[config.mk]
export PLATFORM = sky130hd
export DESIGN_NAME = reference_count_slot_table
export DESIGN_NICKNAME = d
export VERILOG_FILES = /design/src/sv/rcst_pkg.sv /design/src/sv/rcst_front.sv /design/src/sv/rcst_queue.sv /design/src/sv/rcst_back.sv /design/src/sv/reference_count_slot_table.sv
export SDC_FILE = /design/constraint.sdc
export NUM_CORES = 2
export LEC_CHECK = 0
export ABC_AREA = 1
export BUFFER_PORTS_ARGS = -buffer_cell sky130_fd_sc_hd__buf_2
export CELL_PAD_IN_SITES_DETAIL_PLACEMENT = 1
export CELL_PAD_IN_SITES_GLOBAL_PLACEMENT = 1
export CORE_MARGIN = 2
export CORE_UTILIZATION = 35
export CTS_CLUSTER_SIZE = 25
export DETAILED_ROUTE_END_ITERATION = 12
export HOLD_SLACK_MARGIN = 0.15
export PLACE_DENSITY = 0.61
export SLEW_MARGIN = 10
export SYNTH_ARGS = -nofsm -noshare
export SYNTH_HDL_FRONTEND = slang
export SYNTH_HIERARCHICAL = 1
export SYNTH_SLANG_ARGS = --single-unit
[constraint.sdc]
create_clock -name clk_i -period 8.3 [get_ports clk_i]
set_input_delay 0.83 -clock clk_i [delete_from_list [all_inputs] [get_ports clk_i]]
set_output_delay 0.83 -clock clk_i [all_outputs]
set_load 0.005 [all_outputs]
[src/sv/rcst_pkg.sv]
// ----------------------------------------------------------------------------
// rcst_pkg
// shared sizes and types of the reference count slot table
// ----------------------------------------------------------------------------
`timescale 1ns / 1ps
`default_nettype none

package rcst_pkg;

  localparam int unsigned SLOTS      = 16;
  localparam int unsigned ADDR_WIDTH = 32;
  localparam int unsigned SLOT_W     = $clog2(SLOTS);
  localparam int unsigned CNT_W      = $clog2(SLOTS + 1);
  localparam int unsigned QUEUE_DEPTH = 2;
  localparam int unsigned QPTR_W     = $clog2(QUEUE_DEPTH);
  localparam int unsigned QLVL_W     = $clog2(QUEUE_DEPTH + 1);

  // one reassignment that changes a slot
  typedef struct packed {
    logic [ADDR_WIDTH-1:0] old_addr;
    logic [ADDR_WIDTH-1:0] new_addr;
  } op_t;

  // queue status seen by both sides
  typedef struct packed {
    logic full;
    logic empty;
  } q_stat_t;

endpackage

`default_nettype wire

[src/sv/rcst_front.sv]
// ----------------------------------------------------------------------------
// rcst_front
// slot table; accepts reassignments and forwards those that change a slot
// ----------------------------------------------------------------------------
`timescale 1ns / 1ps
`default_nettype none

module rcst_front (
  input  wire logic                              clk_i,
  input  wire logic                              rst_ni,
  input  wire logic                              in_valid_i,
  output logic                                   in_ready_o,
  input  wire logic [rcst_pkg::SLOT_W-1:0]       slot_index_i,
  input  wire logic [rcst_pkg::ADDR_WIDTH-1:0]   new_address_i,
  input  wire rcst_pkg::q_stat_t                 q_stat_i,
  output logic                                   push_o,
  output rcst_pkg::op_t                          push_op_o
);

  logic [rcst_pkg::ADDR_WIDTH-1:0] slot_q [rcst_pkg::SLOTS];
  logic [rcst_pkg::ADDR_WIDTH-1:0] old_addr;
  logic                            accept;

  assign in_ready_o = !q_stat_i.full;
  assign accept     = in_valid_i && in_ready_o;
  assign old_addr   = slot_q[slot_index_i];

  // same address: no change, nothing to count
  assign push_o             = accept && (old_addr != new_address_i);
  assign push_op_o.old_addr = old_addr;
  assign push_op_o.new_addr = new_address_i;

  always_ff @(posedge clk_i or negedge rst_ni) begin
    if (!rst_ni) begin
      for (int i = 0; i < rcst_pkg::SLOTS; i++) begin
        slot_q[i] <= '0;
      end
    end else if (push_o) begin
      slot_q[slot_index_i] <= new_address_i;
    end
  end

endmodule

`default_nettype wire

[src/sv/rcst_queue.sv]
// ----------------------------------------------------------------------------
// rcst_queue
// short fifo of slot changes between front and back
// ----------------------------------------------------------------------------
`timescale 1ns / 1ps
`default_nettype none

module rcst_queue (
  input  wire logic          clk_i,
  input  wire logic          rst_ni,
  input  wire logic          push_i,
  input  wire rcst_pkg::op_t push_op_i,
  input  wire logic          pop_i,
  output rcst_pkg::op_t      pop_op_o,
  output rcst_pkg::q_stat_t  q_stat_o
);

  rcst_pkg::op_t                  mem_q [rcst_pkg::QUEUE_DEPTH];
  logic [rcst_pkg::QPTR_W-1:0]    wr_ptr_q, wr_ptr_d;
  logic [rcst_pkg::QPTR_W-1:0]    rd_ptr_q, rd_ptr_d;
  logic [rcst_pkg::QLVL_W-1:0]    level_q, level_d;

  assign q_stat_o.full  = (level_q == rcst_pkg::QLVL_W'(rcst_pkg::QUEUE_DEPTH));
  assign q_stat_o.empty = (level_q == '0);
  assign pop_op_o       = mem_q[rd_ptr_q];

  always_comb begin
    wr_ptr_d = wr_ptr_q;
    rd_ptr_d = rd_ptr_q;
    level_d  = level_q;
    if (push_i) begin
      wr_ptr_d = (wr_ptr_q == rcst_pkg::QPTR_W'(rcst_pkg::QUEUE_DEPTH - 1)) ? '0
               : wr_ptr_q + 1'b1;
    end
    if (pop_i) begin
      rd_ptr_d = (rd_ptr_q == rcst_pkg::QPTR_W'(rcst_pkg::QUEUE_DEPTH - 1)) ? '0
               : rd_ptr_q + 1'b1;
    end
    // level holds when both or neither happen
    if (push_i && !pop_i) begin
      level_d = level_q + 1'b1;
    end else if (pop_i && !push_i) begin
      level_d = level_q - 1'b1;
    end
  end

  always_ff @(posedge clk_i or negedge rst_ni) begin
    if (!rst_ni) begin
      wr_ptr_q <= '0;
      rd_ptr_q <= '0;
      level_q  <= '0;
    end else begin
      wr_ptr_q <= wr_ptr_d;
      rd_ptr_q <= rd_ptr_d;
      level_q  <= level_d;
    end
  end

  always_ff @(posedge clk_i) begin
    if (push_i) begin
      mem_q[wr_ptr_q] <= push_op_i;
    end
  end

endmodule

`default_nettype wire

[src/sv/rcst_back.sv]
// ----------------------------------------------------------------------------
// rcst_back
// count table; applies one slot change a cycle while the result register can take its output, and emits freed addresses
// ----------------------------------------------------------------------------
`timescale 1ns / 1ps
`default_nettype none

module rcst_back (
  input  wire logic                            clk_i,
  input  wire logic                            rst_ni,
  input  wire rcst_pkg::q_stat_t               q_stat_i,
  input  wire rcst_pkg::op_t                   pop_op_i,
  output logic                                 pop_o,
  output logic                                 out_valid_o,
  input  wire logic                            out_ready_i,
  output logic [rcst_pkg::ADDR_WIDTH-1:0]      freed_address_o
);

  localparam int unsigned SLOTS  = rcst_pkg::SLOTS;
  localparam int unsigned SLOT_W = rcst_pkg::SLOT_W;
  localparam int unsigned CNT_W  = rcst_pkg::CNT_W;

  logic [rcst_pkg::ADDR_WIDTH-1:0] key_q [SLOTS];
  logic [CNT_W-1:0]                val_q [SLOTS];
  logic [CNT_W-1:0]                val_d [SLOTS];

  logic [SLOTS-1:0]  old_hit, new_hit, free_vec;
  logic [SLOT_W-1:0] old_sel, new_sel, free_sel;
  logic              old_found, new_found, free_found;
  logic              old_freed;
  logic              key_we;
  logic [SLOT_W-1:0] key_idx;

  logic                            out_valid_q, out_valid_d;
  logic [rcst_pkg::ADDR_WIDTH-1:0] freed_q, freed_d;

  // take a change when the result register can hold what it may produce
  assign pop_o = !q_stat_i.empty && (!out_valid_q || out_ready_i);

  always_comb begin
    for (int e = 0; e < SLOTS; e++) begin
      old_hit[e] = (val_q[e] != '0) && (key_q[e] == pop_op_i.old_addr)
                   && (pop_op_i.old_addr != '0);
      new_hit[e] = (val_q[e] != '0) && (key_q[e] == pop_op_i.new_addr)
                   && (pop_op_i.new_addr != '0);
    end
  end

  // lowest matching entries
  always_comb begin
    old_sel = '0;
    new_sel = '0;
    for (int e = SLOTS - 1; e >= 0; e--) begin
      if (old_hit[e]) old_sel = SLOT_W'(e);
      if (new_hit[e]) new_sel = SLOT_W'(e);
    end
  end

  assign old_found = |old_hit;
  assign new_found = |new_hit;
  assign old_freed = old_found && (val_q[old_sel] == CNT_W'(1));

  // free after the decrement: an entry that just dropped to zero counts
  always_comb begin
    for (int e = 0; e < SLOTS; e++) begin
      free_vec[e] = (val_q[e] == '0) || (old_freed && (old_sel == SLOT_W'(e)));
    end
    free_sel = '0;
    for (int e = SLOTS - 1; e >= 0; e--) begin
      if (free_vec[e]) free_sel = SLOT_W'(e);
    end
  end

  assign free_found = |free_vec;

  always_comb begin
    val_d   = val_q;
    key_we  = 1'b0;
    key_idx = free_sel;
    if (pop_o) begin
      if (old_found) begin
        val_d[old_sel] = val_q[old_sel] - 1'b1;
      end
      if (pop_op_i.new_addr != '0) begin
        priority if (new_found) begin
          if (val_d[new_sel] < CNT_W'(SLOTS)) begin
            val_d[new_sel] = val_d[new_sel] + 1'b1;
          end
        end else if (free_found) begin
          key_we          = 1'b1;
          val_d[free_sel] = CNT_W'(1);
        end
      end
    end
  end

  always_comb begin
    out_valid_d = out_valid_q;
    freed_d     = freed_q;
    if (out_valid_q && out_ready_i) begin
      out_valid_d = 1'b0;
    end
    if (pop_o && old_freed) begin
      out_valid_d = 1'b1;
      freed_d     = pop_op_i.old_addr;
    end
  end

  always_ff @(posedge clk_i or negedge rst_ni) begin
    if (!rst_ni) begin
      for (int e = 0; e < SLOTS; e++) begin
        val_q[e] <= '0;
      end
      out_valid_q <= 1'b0;
    end else begin
      val_q       <= val_d;
      out_valid_q <= out_valid_d;
    end
  end

  always_ff @(posedge clk_i) begin
    freed_q <= freed_d;
    if (key_we) begin
      key_q[key_idx] <= pop_op_i.new_addr;
    end
  end

  assign out_valid_o     = out_valid_q;
  assign freed_address_o = freed_q;

endmodule

`default_nettype wire

[src/sv/reference_count_slot_table.sv]
// ----------------------------------------------------------------------------
// reference_count_slot_table
// pointer slots with reference counted addresses; emits addresses freed
// ----------------------------------------------------------------------------
// a freed address passes through the change queue and then the back end's result register before it is offered
// throughput: one beat per cycle while the change queue is not full, set by the
//   count update in the back end (parallel key compare over the count table)
// the two-entry change queue lets the front keep accepting while a result waits
// reset: asynchronous, active low; slots go null, all count entries free,
//   no clearing pass, the block is ready as soon as reset is released
`timescale 1ns / 1ps
`default_nettype none

module reference_count_slot_table (
  input  wire logic                            clk_i,
  input  wire logic                            rst_ni,
  // input beats
  input  wire logic                            in_valid_i,
  output logic                                 in_ready_o,
  input  wire logic [rcst_pkg::SLOT_W-1:0]     slot_index_i,
  input  wire logic [rcst_pkg::ADDR_WIDTH-1:0] new_address_i,
  // result beats
  output logic                                 out_valid_o,
  input  wire logic                            out_ready_i,
  output logic [rcst_pkg::ADDR_WIDTH-1:0]      freed_address_o
);

  // front to queue
  logic              push;
  rcst_pkg::op_t     push_op;
  // queue to back
  logic              pop;
  rcst_pkg::op_t     pop_op;
  rcst_pkg::q_stat_t q_stat;

  // front: slot table, filters reassignments that change nothing
  rcst_front u_front (
    .clk_i         (clk_i),
    .rst_ni        (rst_ni),
    .in_valid_i    (in_valid_i),
    .in_ready_o    (in_ready_o),
    .slot_index_i  (slot_index_i),
    .new_address_i (new_address_i),
    .q_stat_i      (q_stat),
    .push_o        (push),
    .push_op_o     (push_op)
  );

  // change queue: old and new address of each slot that changed
  rcst_queue u_queue (
    .clk_i     (clk_i),
    .rst_ni    (rst_ni),
    .push_i    (push),
    .push_op_i (push_op),
    .pop_i     (pop),
    .pop_op_o  (pop_op),
    .q_stat_o  (q_stat)
  );

  // back: decrement old, increment or claim new, register the freed address
  rcst_back u_back (
    .clk_i           (clk_i),
    .rst_ni          (rst_ni),
    .q_stat_i        (q_stat),
    .pop_op_i        (pop_op),
    .pop_o           (pop),
    .out_valid_o     (out_valid_o),
    .out_ready_i     (out_ready_i),
    .freed_address_o (freed_address_o)
  );

  // null is never counted, so never freed
  a_freed_not_null: assert property (@(posedge clk_i) disable iff (!rst_ni)
    out_valid_o |-> (freed_address_o != '0))
    else $error("freed address is null");

  // back only takes changes that are there
  a_pop_nonempty: assert property (@(posedge clk_i) disable iff (!rst_ni)
    pop |-> !q_stat.empty)
    else $error("pop from empty change queue");

  // queued changes always move a slot to a different address
  a_change_real: assert property (@(posedge clk_i) disable iff (!rst_ni)
    pop |-> (pop_op.old_addr != pop_op.new_addr))
    else $error("queued change does not change the slot");

endmodule

`default_nettype wire

# ---- Word-level counts from Yosys, hierarchy flattened
# Memories as Yosys holds them, arrays and structs flattened.
# Cells that the tools add are included.
dict set report word_totals {
  reg_bits 629
  ramBits 640
  input_bits 40
  out_inout_bits 34
  elab_cells 354
  mem_count 2
}
# memory words width read_ports rd_ports_with_merged_regs write_ports line_no
set memory_table {}
lappend memory_table {u_back.key_q 16 32 16 0 1 rcst_back.sv:23} ;# logic [rcst_pkg::ADDR_WIDTH-1:0] key_q [SLOTS];
lappend memory_table {u_queue.mem_q 2 64 1 0 1 rcst_queue.sv:18} ;# rcst_pkg::op_t mem_q [rcst_pkg::QUEUE_DEPTH];
dict set report classes {
  add_sub_neg 6
  n_lt_le_gt_ge 9
  n_eq_ne 50
  mux 88
  n_bitwise 7
  reduce_logical 155
}
# operator count
set ops {}
lappend ops {{$eq A32 B32 Y1} 32}
lappend ops {{$bwmux W512} 1}
lappend ops {{$mux W80} 6}
lappend ops {{$mux W4} 48}
lappend ops {{$bwmux W80} 2}
lappend ops {{$bmux W32 S4} 1}
lappend ops {{$demux W32 S4} 1}
lappend ops {{$mux W32} 3}
lappend ops {{$logic_and A1 B1 Y1} 92}
lappend ops {{$logic_not A5 Y1} 16}
lappend ops {{$reduce_bool A5 Y1} 16}
lappend ops {{$and A64 B64 Y64} 1}
lappend ops {{$not A64 Y64} 1}
lappend ops {{$reduce_bool A32 Y1} 2}
lappend ops {{$demux W5 S4} 3}
lappend ops {{$reduce_or A16 Y1} 3}
lappend ops {{$bmux W5 S4} 2}
lappend ops {{$mux W5} 7}
lappend ops {{$eq A4 B4 Y1 const B} 8}
lappend ops {{$ne A32 B32 Y1} 1}
lappend ops {{$ge A5 B5 Y1 const B} 4}
lappend ops {{$lt A5 B1 Y1 const B} 4}
lappend ops {{$not A4 Y5} 4}
lappend ops {{$logic_or A1 B1 Y1} 17}
lappend ops {{other kinds (18)} 40}

# ---- Depth between registers and ports, before layout
# An unclocked memory read counts as a cell.
dict set report logic_depth {
  ltp_word 54
  ltp_mapped 64
}

# ---- Hierarchy
# The synthesis kept the hierarchy.
# module n_inst cells_each area_per_inst_um2
set by_module_without_submodules {}
lappend by_module_without_submodules {rcst_back 1 5541 44854.3}
lappend by_module_without_submodules {rcst_front 1 3896 27715.3}
lappend by_module_without_submodules {rcst_queue 1 224 5031.1}

# ---- Worst setup path after synthesis
# OpenSTA, ideal clock, no wires.
dict set report synth_timing {
  kind {flip-flop to flip-flop}
  from {register u_queue.rd_ptr_q}
  to {register u_back.freed_q (netlist bit u_back/freed_address_o[0]), enable pin}
  t_arrival_ns 6.801
  t_required_ns 7.799
  slack_ns 0.997
  path_stages_with_launch 26
  path_cell_list {dfrtp_1 buf_6 buf_6 mux2_4 buf_2 buf_2 xnor2_1 nand2_1 or4_1 nor2_1 nand4_1 nand2_1 inv_2 a21oi_4 inv_2 nand2_1 buf_4 nor2_1 o21ai_1 o21ai_1 a211oi_1 nand2_1 inv_2 ha_1 nand3_1 nor4_1}
}
# element line_no
set synth_rtl {}
lappend synth_rtl {{start, declared} rcst_queue.sv:20} ;# logic [rcst_pkg::QPTR_W-1:0] rd_ptr_q, rd_ptr_d;
lappend synth_rtl {{start signal, assigned} rcst_queue.sv:54} ;# rd_ptr_q <= rd_ptr_d;
lappend synth_rtl {{end signal, assigned} rcst_back.sv:122} ;# freed_q <= freed_d;
lappend synth_rtl {{end, declared} rcst_back.sv:35} ;# logic [rcst_pkg::ADDR_WIDTH-1:0] freed_q, freed_d;

==> impl_results.rst <==
.. list-table::
   :header-rows: 1

   * - Metric
     - Value
   * - Number of maximum-capacitance constraint violations
     - 0
   * - Leakage
     - 39.0 nW
   * - H-tree levels
     - 4
   * - Tightest Pin Transition
     - 1.15 ns
   * - Average via count per standard cell
     - 5.81
   * - Summed negative setup slack over all endpoints
     - 0 ns
   * - Post-detailed-route DRC marker count
     - 0
   * - Launch point of the worst reg-to-reg path
     - u_queue/rd_ptr_q
   * - Syn_area_per_cell
     - 8.03 sq um
   * - Number of distinct standard cells referenced by the synthesized netlist
     - 66
   * - Switching part of the total
     - 45.5%
   * - Crit path arrival time
     - 8.45 ns
   * - HPWL reported at the end of detailed placement
     - 279 mm
   * - Final count of pins violating max slew
     - 0
   * - Global-route wire length before repair
     - 570 mm
   * - Crit-path max cell delay
     - 0.49 ns
   * - Sequential element share of the synthesized area
     - 45.3%
   * - Total non-filler cell area in the finished layout
     - 87800 sq um
   * - Ports
     - 74
   * - Number of buffers created by CTS
     - 159
   * - Max_slew headroom
     - 23.1%
   * - Synthesized area
     - 77600 sq um
   * - Mux contribution to synthesized area
     - 1.21%
   * - Internal power component
     - 0.0164 W
   * - Fraction of final layout cells sized beyond drive strength 1
     - 10.0%
   * - Xor-xnor portion of the synthesized cell area
     - 9.73%
   * - Layout-stage area growth over the synthesis result
     - 13.1%
   * - Remaining global-route overflow
     - 0
   * - Die boundary width
     - 475 um
   * - Power per cell area
     - 344 nW/um^2
   * - Post-route clock period utilization
     - 96.0%
   * - Power, Total
     - 0.0302 W
   * - Critical-path top delay cell
     - sky130_fd_sc_hd__dfrtp_4
   * - Buffers on Ports
     - 73
   * - Final period demand of the worst path
     - 7.97 ns
   * - Setup crit start
     - u_queue/rd_ptr_q
   * - Peak clock frequency supported by timing
     - 0.125 GHz
   * - Number of enable-type register cells in the synthesized netlist
     - 672
   * - Clk_lat worst skew
     - 0.84 ns
   * - Total global-route track usage
     - 35.3%
   * - Adder and majority gate portion of the synthesized area
     - 0.0645%
   * - Number of placement rows
     - 172
   * - Routed vias
     - 74000
   * - Placed instance area
     - 82300 sq um
   * - Switching power of the nets
     - 0.0137 W
   * - Starting utilization of the core area
     - 35.3%
   * - Worst IR drop on VDD
     - 0.000219 V
   * - Number of nets in the finished design
     - 9687
   * - Initial DRT Pass Iterations
     - 6
   * - Most frequent standard cell in the layout excluding fill and tap cells
     - sky130_fd_sc_hd__nand2_1
   * - Number of instances in the synthesized netlist
     - 9661
   * - Setup violation total in the final timing report
     - 0
   * - Drt first-iter violations
     - 7937
   * - Share of flip-flops with an asynchronous set or reset after synthesis
     - 47.0%
   * - Synth Warn #
     - 6
   * - Comb power frac
     - 44.7%
   * - Type of the most critical hold path
     - primary input to flop
   * - Routed WL
     - 405 mm
   * - Placeable core region
     - 220000 sq um
   * - Largest family of logic cells by synthesized area
     - simple AND/OR/NAND/NOR gates
   * - Critical Path Start Type
     - flop
   * - CP required
     - 8.78 ns
   * - Fill cell instance count of the final layout
     - 26300
   * - Syn_nets
     - 9705
   * - Start-to-end type of the worst setup path
     - flop to flop
   * - Flip-flop and latch count after synthesis
     - 1269
   * - CTS clk-pin slew, worst paths
     - 0.06 ns
   * - Run status
     - finished, final reports clean
   * - Clk network pwr share
     - 24.0%
   * - Most frequent cells in the layout
     - sky130_fd_sc_hd__nand2_1 (3247), sky130_fd_sc_hd__nand4_1 (843), sky130_fd_sc_hd__edfxtp_1 (672)
   * - Total Die Area
     - 225000 sq um
   * - Routability cong.
     - 1.03
   * - Worst-path fanout max
     - 32
   * - RSZ-0062 raised after global routing
     - false
   * - Clock skew
     - 0.0480 ns
   * - Power share of the sequential group
     - 31.3%
   * - Die extent in y
     - 475 um
   * - Origin of the worst min-delay path
     - out_ready_i
   * - Average routed wire per standard cell
     - 31.8 um
   * - TritonCTS clock tree
     - yes
   * - Root Buffer Master
     - sky130_fd_sc_hd__clkbuf_16
   * - Dominant synthesized flop cell
     - sky130_fd_sc_hd__edfxtp_1
   * - Number of nets with antenna violations after detailed routing
     - 0
   * - Area share of and/or/nand/nor cells after synthesis
     - 33.7%
   * - Largest net degree at the start of global routing
     - 175
   * - Clock sink total
     - 1269
   * - Crit. End Element
     - flop
   * - Number of buffers on the longest clock path
     - 3
   * - Fraction of the mapped netlist area in compound gates
     - 2.77%
   * - Number of antenna violations at the first check in global routing
     - 27
   * - Via count of the first global-routing pass
     - 74200
   * - Most common cell type on the critical path
     - sky130_fd_sc_hd__nand2_1
   * - Hold Vio Cnt, Final
     - 0
## Yosys cell counts (6+ instances only)
cell type                       number  area share (%)
sky130_fd_sc_hd__o31ai_1             6           0.058
sky130_fd_sc_hd__buf_2             186             1.2
sky130_fd_sc_hd__xnor2_1           486             5.5
sky130_fd_sc_hd__nand3b_1           29            0.28
sky130_fd_sc_hd__mux2_2             14            0.20
sky130_fd_sc_hd__or2_2              79            0.64
sky130_fd_sc_hd__inv_1             580             2.8
sky130_fd_sc_hd__xor2_1            374             4.2
sky130_fd_sc_hd__dfrtp_1           597              19
sky130_fd_sc_hd__nor3_1            146            0.94
sky130_fd_sc_hd__o2111ai_1           8           0.090
sky130_fd_sc_hd__o211ai_1           19            0.18
sky130_fd_sc_hd__buf_1              66            0.32
sky130_fd_sc_hd__nor2_2              7           0.056
sky130_fd_sc_hd__nor4_1            181             1.5
sky130_fd_sc_hd__clkinv_1            6           0.029
sky130_fd_sc_hd__inv_2              27            0.13
sky130_fd_sc_hd__nor2_1            668             3.2
sky130_fd_sc_hd__nor4b_1            11            0.12
sky130_fd_sc_hd__a21oi_1            98            0.63
sky130_fd_sc_hd__buf_6              61            0.89
sky130_fd_sc_hd__o21ai_1            47            0.30
sky130_fd_sc_hd__or4_1              28            0.27
sky130_fd_sc_hd__dlygate4sd1_1       6           0.068
sky130_fd_sc_hd__nand2_1          3249              16
sky130_fd_sc_hd__nand2_2            15            0.12
sky130_fd_sc_hd__and3_1             17            0.14
sky130_fd_sc_hd__nand4_1           843             6.8
sky130_fd_sc_hd__and2_1             15            0.12
sky130_fd_sc_hd__buf_4              62            0.60
sky130_fd_sc_hd__edfxtp_1          672              26
sky130_fd_sc_hd__o22ai_1            13            0.10
sky130_fd_sc_hd__nor3b_1            17            0.16
sky130_fd_sc_hd__nand3_1           496             3.2
sky130_fd_sc_hd__mux2_4             50            0.97
sky130_fd_sc_hd__nand3_2            19            0.25
sky130_fd_sc_hd__o21ai_0           140            0.90
sky130_fd_sc_hd__clkbuf_1          248             1.2
sky130_fd_sc_hd__o21a_1             15            0.15
## flip-flops by register name (all words and copies together) (netlist names)
name                    flops
u_queue/level_q             2
u_queue/mem_q             128
u_back/freed_address_o     32
u_queue/wr_ptr_q            1
u_front/slot_q            512
u_back/key_q              512
u_queue/rd_ptr_q            1
u_back/val_q               80
u_back/out_valid_o          1
## path summary, 6_finish.rpt
check,end,slack (ns),depth (start not counted)
setup reg to reg,u_back/key_q[12][20],0.33,47
hold / removal,u_back/out_valid_o,0.33,4
hold reg to reg,u_front/slot_q[359],0.47,2
min in group asynchronous,u_front/slot_q[126],0.60,2
max in group asynchronous,u_back/val_q[16],6.12,3
setup / recovery,u_back/key_q[12][20],0.33,47
## kinds of logic after synthesis
logic type / Yosys count
adders and majority gates: 4
buffers and inverters: 1242
DFF: 1269
xor gates and xnor gates: 861
muxes: 67
and+or+nand+nor: 5840
AOI/OAI and AO/OA: 378
## worst max-delay path: cells and delay by family (launching register included)
| family | cells | cell delay, ns |
|---|---|---|
| AND/OR/NAND/NOR | 32 | 3.88 |
| adder cells (fa/ha/maj) | 1 | 0.17 |
| flip-flops | 1 | 0.49 |
| AO/OA/AOI/OAI | 4 | 0.77 |
| multiplexers | 1 | 0.33 |
| XOR/XNOR | 1 | 0.32 |
| buffers and inverters | 8 | 1.45 |
## per-stage QoR
step	setup WS, ns	hold WS [ns]	instances	utilization [%]
floorplan	0.997	0.442	9661	-
global placement	0.320	0.453	12400	37.4
detailed placement	0.358	0.458	12400	37.4
CTS	0.310	0.283	12700	39.8
global route	0.0115	0.332	12700	39.9
finish	0.330	0.334	12700	39.9
## power by group through the flow
stage               Sequential, W  Clock, W  Combinational (W)
floorplan                 0.00925         0            0.00750
global placement          0.00948         0             0.0130
detailed placement        0.00952         0             0.0131
CTS                       0.00942   0.00737             0.0131
global route              0.00959   0.00759             0.0141
finish                    0.00945   0.00725             0.0135
## metal layers
metal  vias up  wire (um)  track usage [%]
met5         -        150           0.0433
met1     37900     172000             47.6
li1      32100          -                -
met4         9      21200             16.2
met3       833      29800             5.73
met2      3212     182000             55.5
## final cells by class
class	count	area (sq um)	area share, %
Multi-Input combinational cell	7150	37300	42.5
Antenna cell	11	27.5	0.0314
Clock inverter	74	867	0.988
Tap cell	2958	3700	4.22
Sequential cell	1269	35100	40.0
Timing Repair Buffer	450	3980	4.53
Clock buffer	215	4470	5.10
Inverter	613	2320	2.64
## what timing repair did
item | 4_1_cts | 5_1_grt
setup endpoints to repair | 0 | 461
endpoints found under the hold margin | 84 | 0
gates resized for setup | 0 | 12
hold buffers | 1 | 0
setup buffers | 0 | 4
Note: power is estimated with default switching activity, not from simulation.
